`config.mk`:
```
export PLATFORM = sky130hd
export DESIGN_NAME = fir_filter_with_passthrough_top_flat
export DESIGN_NICKNAME = d
export VERILOG_FILES = /design/src/hw/rtl/fwp_pkg.sv /design/src/hw/rtl/fwp_in_if.sv /design/src/hw/rtl/fwp_out_if.sv /design/src/hw/rtl/fwp_cell.sv /design/src/hw/rtl/fwp_out_stage.sv /design/src/hw/rtl/fir_filter_with_passthrough_top.sv /design/src/flat_wrapper.sv
export SDC_FILE = /design/constraint.sdc
export NUM_CORES = 2
export LEC_CHECK = 0
export BUFFER_PORTS_ARGS = -buffer_cell sky130_fd_sc_hd__buf_2
export CORE_ASPECT_RATIO = 1.4
export CORE_MARGIN = 1.5
export CORE_UTILIZATION = 41
export CTS_CLUSTER_SIZE = 28
export DETAILED_ROUTE_END_ITERATION = 8
export GPL_ROUTABILITY_DRIVEN = 0
export GPL_TIMING_DRIVEN = 0
export PLACE_DENSITY = 0.57
export SLEW_MARGIN = 20
export SYNTH_ARGS = -nofsm -noshare
export SYNTH_HDL_FRONTEND = slang
export SYNTH_SLANG_ARGS = --single-unit
```
`constraint.sdc`:
```
create_clock -name clk -period 11.45 [get_ports clk]
set_input_delay 1.7175 -clock clk [delete_from_list [all_inputs] [get_ports clk]]
set_output_delay 1.7175 -clock clk [all_outputs]
set_load 0.02 [all_outputs]
```
`src/hw/rtl/fwp_pkg.sv`:
```
// ----------------------------------------------------------------------------
// fwp_pkg
// Shared widths, coefficient table and rounding constants for the
// symmetric FIR filter with sample pass-through.
// ----------------------------------------------------------------------------
package fwp_pkg;

  localparam int TAPS         = 16;
  localparam int SAMPLE_WIDTH = 16;
  localparam int COEF_W       = 16;
  localparam int COEF_COUNT   = 16;
  localparam int FRAC_BITS    = 15;
  localparam int ROUND_HALF   = 1 << (FRAC_BITS - 1);

  // Full-precision sum of TAPS products, plus one bit of headroom for rounding.
  localparam int ACC_W = SAMPLE_WIDTH + COEF_W + $clog2(TAPS) + 1;

  localparam logic signed [ACC_W-1:0] SAT_HI =
    ACC_W'((64'sd1 <<< (SAMPLE_WIDTH - 1)) - 64'sd1);
  localparam logic signed [ACC_W-1:0] SAT_LO = -SAT_HI - ACC_W'(1);

  localparam logic signed [SAMPLE_WIDTH-1:0] SAMPLE_MAX =
    {1'b0, {(SAMPLE_WIDTH-1){1'b1}}};
  localparam logic signed [SAMPLE_WIDTH-1:0] SAMPLE_MIN =
    {1'b1, {(SAMPLE_WIDTH-1){1'b0}}};

  // Q1.15 coefficients; the response is symmetric about its center.
  localparam logic signed [COEF_W-1:0] COEF_TABLE [COEF_COUNT] = '{
    16'sd247,   -16'sd367,  16'sd2086,  16'sd3282,
    -16'sd1705, -16'sd7192, -16'sd2514, 16'sd7171,
    16'sd7171,  -16'sd2514, -16'sd7192, -16'sd1705,
    16'sd3282,  16'sd2086,  -16'sd367,  16'sd247
  };

  // Taps past the end of the table carry a zero weight.
  function automatic logic signed [COEF_W-1:0] coef_at(input int idx);
    if (idx < COEF_COUNT) begin
      return COEF_TABLE[idx];
    end
    return '0;
  endfunction

endpackage

```
`src/hw/rtl/fwp_in_if.sv`:
```
// ----------------------------------------------------------------------------
// fwp_in_if
// Input sample channel: valid/ready handshake with one sample per beat.
// ----------------------------------------------------------------------------
interface fwp_in_if;
  logic                                      valid;
  logic                                      ready;
  logic signed [fwp_pkg::SAMPLE_WIDTH-1:0]   sample;

  modport source (output valid, output sample, input ready);
  modport sink   (input valid, input sample, output ready);
endinterface

```
`src/hw/rtl/fwp_out_if.sv`:
```
// ----------------------------------------------------------------------------
// fwp_out_if
// Result channel: the original sample and the filtered sample per beat.
// ----------------------------------------------------------------------------
interface fwp_out_if;
  logic                                      valid;
  logic                                      ready;
  logic signed [fwp_pkg::SAMPLE_WIDTH-1:0]   original_sample;
  logic signed [fwp_pkg::SAMPLE_WIDTH-1:0]   filtered_sample;

  modport source (output valid, output original_sample, output filtered_sample,
                  input ready);
  modport sink   (input valid, input original_sample, input filtered_sample,
                  output ready);
endinterface

```
`src/hw/rtl/fwp_cell.sv`:
```
// ----------------------------------------------------------------------------
// fwp_cell
// One tap of the transposed-form filter: multiplies the new sample by its
// coefficient, adds the partial sum from its upstream neighbor and holds it.
// ----------------------------------------------------------------------------
module fwp_cell (
  input  logic                                 clk,
  input  logic                                 rst,
  input  logic                                 en,
  input  logic signed [fwp_pkg::SAMPLE_WIDTH-1:0] x,
  input  logic signed [fwp_pkg::COEF_W-1:0]       coef,
  input  logic signed [fwp_pkg::ACC_W-1:0]        sum_in,
  output logic signed [fwp_pkg::ACC_W-1:0]        sum_out
);
  import fwp_pkg::*;

  logic signed [SAMPLE_WIDTH+COEF_W-1:0] prod;
  logic signed [ACC_W-1:0]               sum_next;

  assign prod     = x * coef;
  assign sum_next = ACC_W'(prod) + sum_in;

  // A zero partial sum is the same as an all-zero delay line.
  always_ff @(posedge clk) begin
    if (rst) begin
      sum_out <= '0;
    end else if (en) begin
      sum_out <= sum_next;
    end
  end

endmodule

```
`src/hw/rtl/fwp_out_stage.sv`:
```
// ----------------------------------------------------------------------------
// fwp_out_stage
// Takes the finished sum from the head cell, rounds, shifts and saturates
// it, and holds the result beat together with the original sample.
// ----------------------------------------------------------------------------
module fwp_out_stage (
  input  logic                                    clk,
  input  logic                                    rst,
  input  logic                                    in_accept,
  input  logic signed [fwp_pkg::SAMPLE_WIDTH-1:0] in_sample,
  input  logic signed [fwp_pkg::ACC_W-1:0]        acc,
  output logic                                    in_ready,
  fwp_out_if.source                               out_ch
);
  import fwp_pkg::*;

  logic                            pend;
  logic signed [SAMPLE_WIDTH-1:0]  x_hold;
  logic                            move;
  logic signed [ACC_W-1:0]         rnd;
  logic signed [ACC_W-1:0]         shf;
  logic signed [SAMPLE_WIDTH-1:0]  filt_next;

  // The head cell's sum stays put until the next accepted beat, so a
  // pending sum moves out as soon as the output register is free.
  assign move     = pend && (!out_ch.valid || out_ch.ready);
  assign in_ready = !pend || move;

  assign rnd = acc + ACC_W'(ROUND_HALF);
  assign shf = rnd >>> FRAC_BITS;

  always_comb begin
    if (shf > SAT_HI) begin
      filt_next = SAMPLE_MAX;
    end else if (shf < SAT_LO) begin
      filt_next = SAMPLE_MIN;
    end else begin
      filt_next = shf[SAMPLE_WIDTH-1:0];
    end
  end

  always_ff @(posedge clk) begin
    if (rst) begin
      pend         <= 1'b0;
      out_ch.valid <= 1'b0;
    end else begin
      if (in_accept) begin
        pend <= 1'b1;
      end else if (move) begin
        pend <= 1'b0;
      end
      if (move) begin
        out_ch.valid <= 1'b1;
      end else if (out_ch.ready) begin
        out_ch.valid <= 1'b0;
      end
    end
  end

  always_ff @(posedge clk) begin
    if (in_accept) begin
      x_hold <= in_sample;
    end
    if (move) begin
      out_ch.original_sample <= x_hold;
      out_ch.filtered_sample <= filt_next;
    end
  end

endmodule

```
`src/hw/rtl/fir_filter_with_passthrough_top.sv`:
```
// Path: head cell sum register, then the output register holding the result beat.
// Throughput: one sample per cycle while results are taken, set by the row of tap
// cells that all update on the same accepted beat; a stalled output holds off input.
// Reset: synchronous, active high; clears every partial sum (an all-zero
// delay line) and both valid flags. No clearing pass.
// ----------------------------------------------------------------------------
// fir_filter_with_passthrough_top
// Transposed-form symmetric FIR built as a chain of tap cells, with the
// input sample passed through beside the filtered sample.
// ----------------------------------------------------------------------------
module fir_filter_with_passthrough_top (
  input  logic     clk,
  input  logic     rst,
  fwp_in_if.sink   in_ch,
  fwp_out_if.source out_ch
);
  import fwp_pkg::*;

  logic                     accept;
  logic                     ready;
  logic signed [ACC_W-1:0]  sums [TAPS];

  assign in_ch.ready = ready;
  assign accept      = in_ch.valid && ready;

  // Cell k holds the part of future outputs that depends on samples already
  // seen; each beat shifts the partial sums one cell toward the head.
  for (genvar k = 0; k < TAPS; k++) begin : g_cell
    logic signed [ACC_W-1:0] upstream;
    if (k == TAPS - 1) begin : g_last
      assign upstream = '0;
    end else begin : g_mid
      assign upstream = sums[k+1];
    end

    fwp_cell u_cell (
      .clk     (clk),
      .rst     (rst),
      .en      (accept),
      .x       (in_ch.sample),
      .coef    (coef_at(k)),
      .sum_in  (upstream),
      .sum_out (sums[k])
    );
  end

  fwp_out_stage u_out (
    .clk       (clk),
    .rst       (rst),
    .in_accept (accept),
    .in_sample (in_ch.sample),
    .acc       (sums[0]),
    .in_ready  (ready),
    .out_ch    (out_ch)
  );

endmodule

```
`src/flat_wrapper.sv`:
```
// flat-port wrapper written by rule: the top's interface ports become plain ports
module fir_filter_with_passthrough_top_flat import fwp_pkg::*;
  (clk, rst, in_ch_valid, in_ch_sample, in_ch_ready, out_ch_valid, out_ch_original_sample, out_ch_filtered_sample, out_ch_ready);
  fwp_in_if in_ch_i ();
  fwp_out_if out_ch_i ();
  input  logic clk;
  input  logic rst;
  input wire logic [$bits(in_ch_i.valid)-1:0] in_ch_valid;
  input wire logic [$bits(in_ch_i.sample)-1:0] in_ch_sample;
  output wire logic [$bits(in_ch_i.ready)-1:0] in_ch_ready;
  output wire logic [$bits(out_ch_i.valid)-1:0] out_ch_valid;
  output wire logic [$bits(out_ch_i.original_sample)-1:0] out_ch_original_sample;
  output wire logic [$bits(out_ch_i.filtered_sample)-1:0] out_ch_filtered_sample;
  input wire logic [$bits(out_ch_i.ready)-1:0] out_ch_ready;
  assign in_ch_i.valid = in_ch_valid;
  assign in_ch_i.sample = in_ch_sample;
  assign in_ch_ready = in_ch_i.ready;
  assign out_ch_valid = out_ch_i.valid;
  assign out_ch_original_sample = out_ch_i.original_sample;
  assign out_ch_filtered_sample = out_ch_i.filtered_sample;
  assign out_ch_i.ready = out_ch_ready;
  fir_filter_with_passthrough_top u_core (.clk(clk), .rst(rst), .in_ch(in_ch_i), .out_ch(out_ch_i));
endmodule
```
==> results.md <==
- Most numerous cell on the critical path: ha_1
- Initial DRC count: 4517
- Fin. max-slew vios: 0
- Post-synth EDFFs: 48
- Register area: ~13000 um^2
- Crit. End Element: register
- Ys flop type: dfxtp_1
- Total CTS buffers: 73
- Unrepaired setup endpoints after global routing: no
- Grt total ovfl: 0
- Port bufs: 52
- Die height: roughly 480 um
- H-tree depth: 3
- Routed Wire Length: 261000 um
- Worst-skew pair later-pin latency: around 0.7 ns
- Layout area overhead: 9.14%
- Synth warn: 0
- Full die area: 168000 um^2
- Dpl ws: -0.283 ns
- Initial Util: 41.3%
- Antenna violations before repair: 10
- Die width: 347 um
- Share of cells above drive strength 1: 3.97%
- Syn_area_per_cell: 8.19 um^2
- Final setup vio count: 0
- CP Launch Type: input pin
- Final hold violations: 0
- Fmax: 0.0911 GHz
- Status: completed
- Met1 Resource Use GR: 34.1%
- Crit-path max FO: 31
- Setup_tns: 0 ns
- Sequential element share of the synthesized area: 18.6%
- Required time of the critical path: 12.05 ns
- I/O pin count: 54
- Core Footprint: between 150000 and 200000 um^2
- Post-Syn Instances: approximately 8300
- Worst EP arrival: 11.57 ns
- Post-Synthesis Cell Area: 67800 um^2
- MaxCap Viol Count: 0
- GR peak layer: met2
- First-pass GRT wire length: approximately 380000 um
- Longest Clk Path Bufs: 3
- Grt met3 use: 4.10%
- Cell variety after synth: 95
- DRC viols: 0
- CTS tree: yes
- CP peak stage delay: 0.62 ns
- Nets: 9898
- Multi-input logic area: 51200 um^2
- Fillers: 16500
- Worst setup path category: input pin to register
- Worst Tran Pin Value: 1.29 ns
- Setup Fix Bufs, Post-CTS: 0
- Via count: 61600
- CTS root buf: clkbuf_16
- Period Utilization, post-route: between 90% and 100%
- Met2 usage: about half
- Average vias per placed instance: 5.79
- Global Route Usage Sum: 30.4%
- Number of global-route vias before repair: 59600
- Clock skew: approximately 0.054 ns
- Pre-antenna DRT Iters: 7
- Pin count of the biggest net entering global routing: 36
- Standard-cell rows: 176
- Normalized max-slew margin: 13.7%
- CTS Sinks: between 600 and 700
- Syn_nets: 9750
- Hpwl dp: between 200000 and 250000 um
- Post-layout util: 45.1%
- Hold WC Path Type: register to register
- Post-layout min period: 10.97 ns
- Final ANT Viol Nets: 0
- CP max-delay cell: xnor2_2
- Worst setup margin: 0.476 ns
- Drt wl/cell: 24.5 um
- Async SR Flop Fraction: 0%
- Flops & latches, synth: 606
- Worst-path clk slew: roughly 0.06 ns
## registers in the layout, summed over array words and instances (netlist names)
register	flops
u_core.u_out.pend	1
u_core.u_out.x_hold	16
u_core.g_cell.u_cell.sum_out	556
u_core.u_out.out_ch.valid	1
u_core.u_out.out_ch.original_sample	16
u_core.u_out.out_ch.filtered_sample	16
## synthesized netlist by cell type, drive strengths merged (197+ instances only)
library cell	count	area [um^2]
ha	1064	13300
nand2	989	3710
inv	924	3470
a21oi	874	4370
dfxtp	558	11200
o21ai	432	2170
xnor2	421	3690
nor2	408	1530
fa	384	7690
a21o	317	2380
xor2	223	1950
clkbuf	197	739
## metrics by stage
step                      instance area [um^2]  hold WS (ns)  cells
final                                    74000         0.408  10600
after floorplan                          67800         0.400   8282
after CTS                                74000         0.408  10600
after global routing                     74000         0.421  10600
after global placement                   70800         0.402  10500
after detailed placement                 71400         0.406  10500
## path summary, 6_finish.rpt
kind,startpoint,to,slack [ns],cells past startpoint
worst min register to register,u_core.u_out.x_hold[2],u_core.u_out.out_ch.original_sample[2],0.41,0
worst max-delay path,in_ch_sample[15],u_core.g_cell[9].u_cell.sum_out[36],0.48,31
worst min-delay path,u_core.u_out.x_hold[2],u_core.u_out.out_ch.original_sample[2],0.41,0
worst max register to register,u_core.g_cell[5].u_cell.sum_out[0],u_core.g_cell[4].u_cell.sum_out[36],7.48,14
## metal layers
metal | vias to the layer above | wire (um)
met2 | 2183 | 120000
met4 | 6 | 26800
met3 | 757 | 15700
li1 | 28900 | -
met1 | 29700 | 98200
met5 | - | 47
## repair_timing
| item | in CTS | in global routing |
|---|---|---|
| resized for setup | 0 | 2 |
| setup endpoints to repair | 0 | 1 |
| hold buffers | 0 | 0 |
## cells by family after synthesis
group                    Yosys count  share of synthesized area (%)
XOR/XNOR                         644                           8.33
buffers and inverters           1131                           6.26
multiplexers                      28                          0.419
AND/OR/NAND/NOR                 2121                           14.2
AO/OA/AOI/OAI                   2304                           21.2
adder cells (fa/ha/maj)         1448                           31.0
flip-flops                       606                           18.6
## layout make-up
cell class / count / share of cell area (%)
antenna: 8 / 0.0270
buffer: 205 / 1.11
clock buffer: 93 / 2.76
clock inverter: 42 / 0.728
inverter: 926 / 4.70
multi-input combinational: 6545 / 69.1
sequential: 606 / 17.0
tap: 2136 / 3.61
timing repair buffer: 72 / 0.886
timing repair inverter: 1 / 0.00676
## placed cells by master (no fill, tap or decap), types with 317 or more instances in the layout
master	instances
a21o_1	317
xnor2_1	407
dfxtp_1	558
fa_1	384
o21ai_0	363
inv_1	923
ha_1	1063
nand2_1	989
a21oi_1	873
nor2_1	407
## worst max-delay path, delay by kind of cell
| family | cells | cell delay [ns] |
|---|---|---|
| buffers and inverters | 8 | 2.95 |
| AOI/OAI and AO/OA | 13 | 2.88 |
| adders and majority gates | 6 | 2.67 |
| xor gates and xnor gates | 4 | 1.23 |
Power is left out: the tool's default activity adds up to more than one toggle a clock period on the data nets, which glitch-free logic cannot reach.
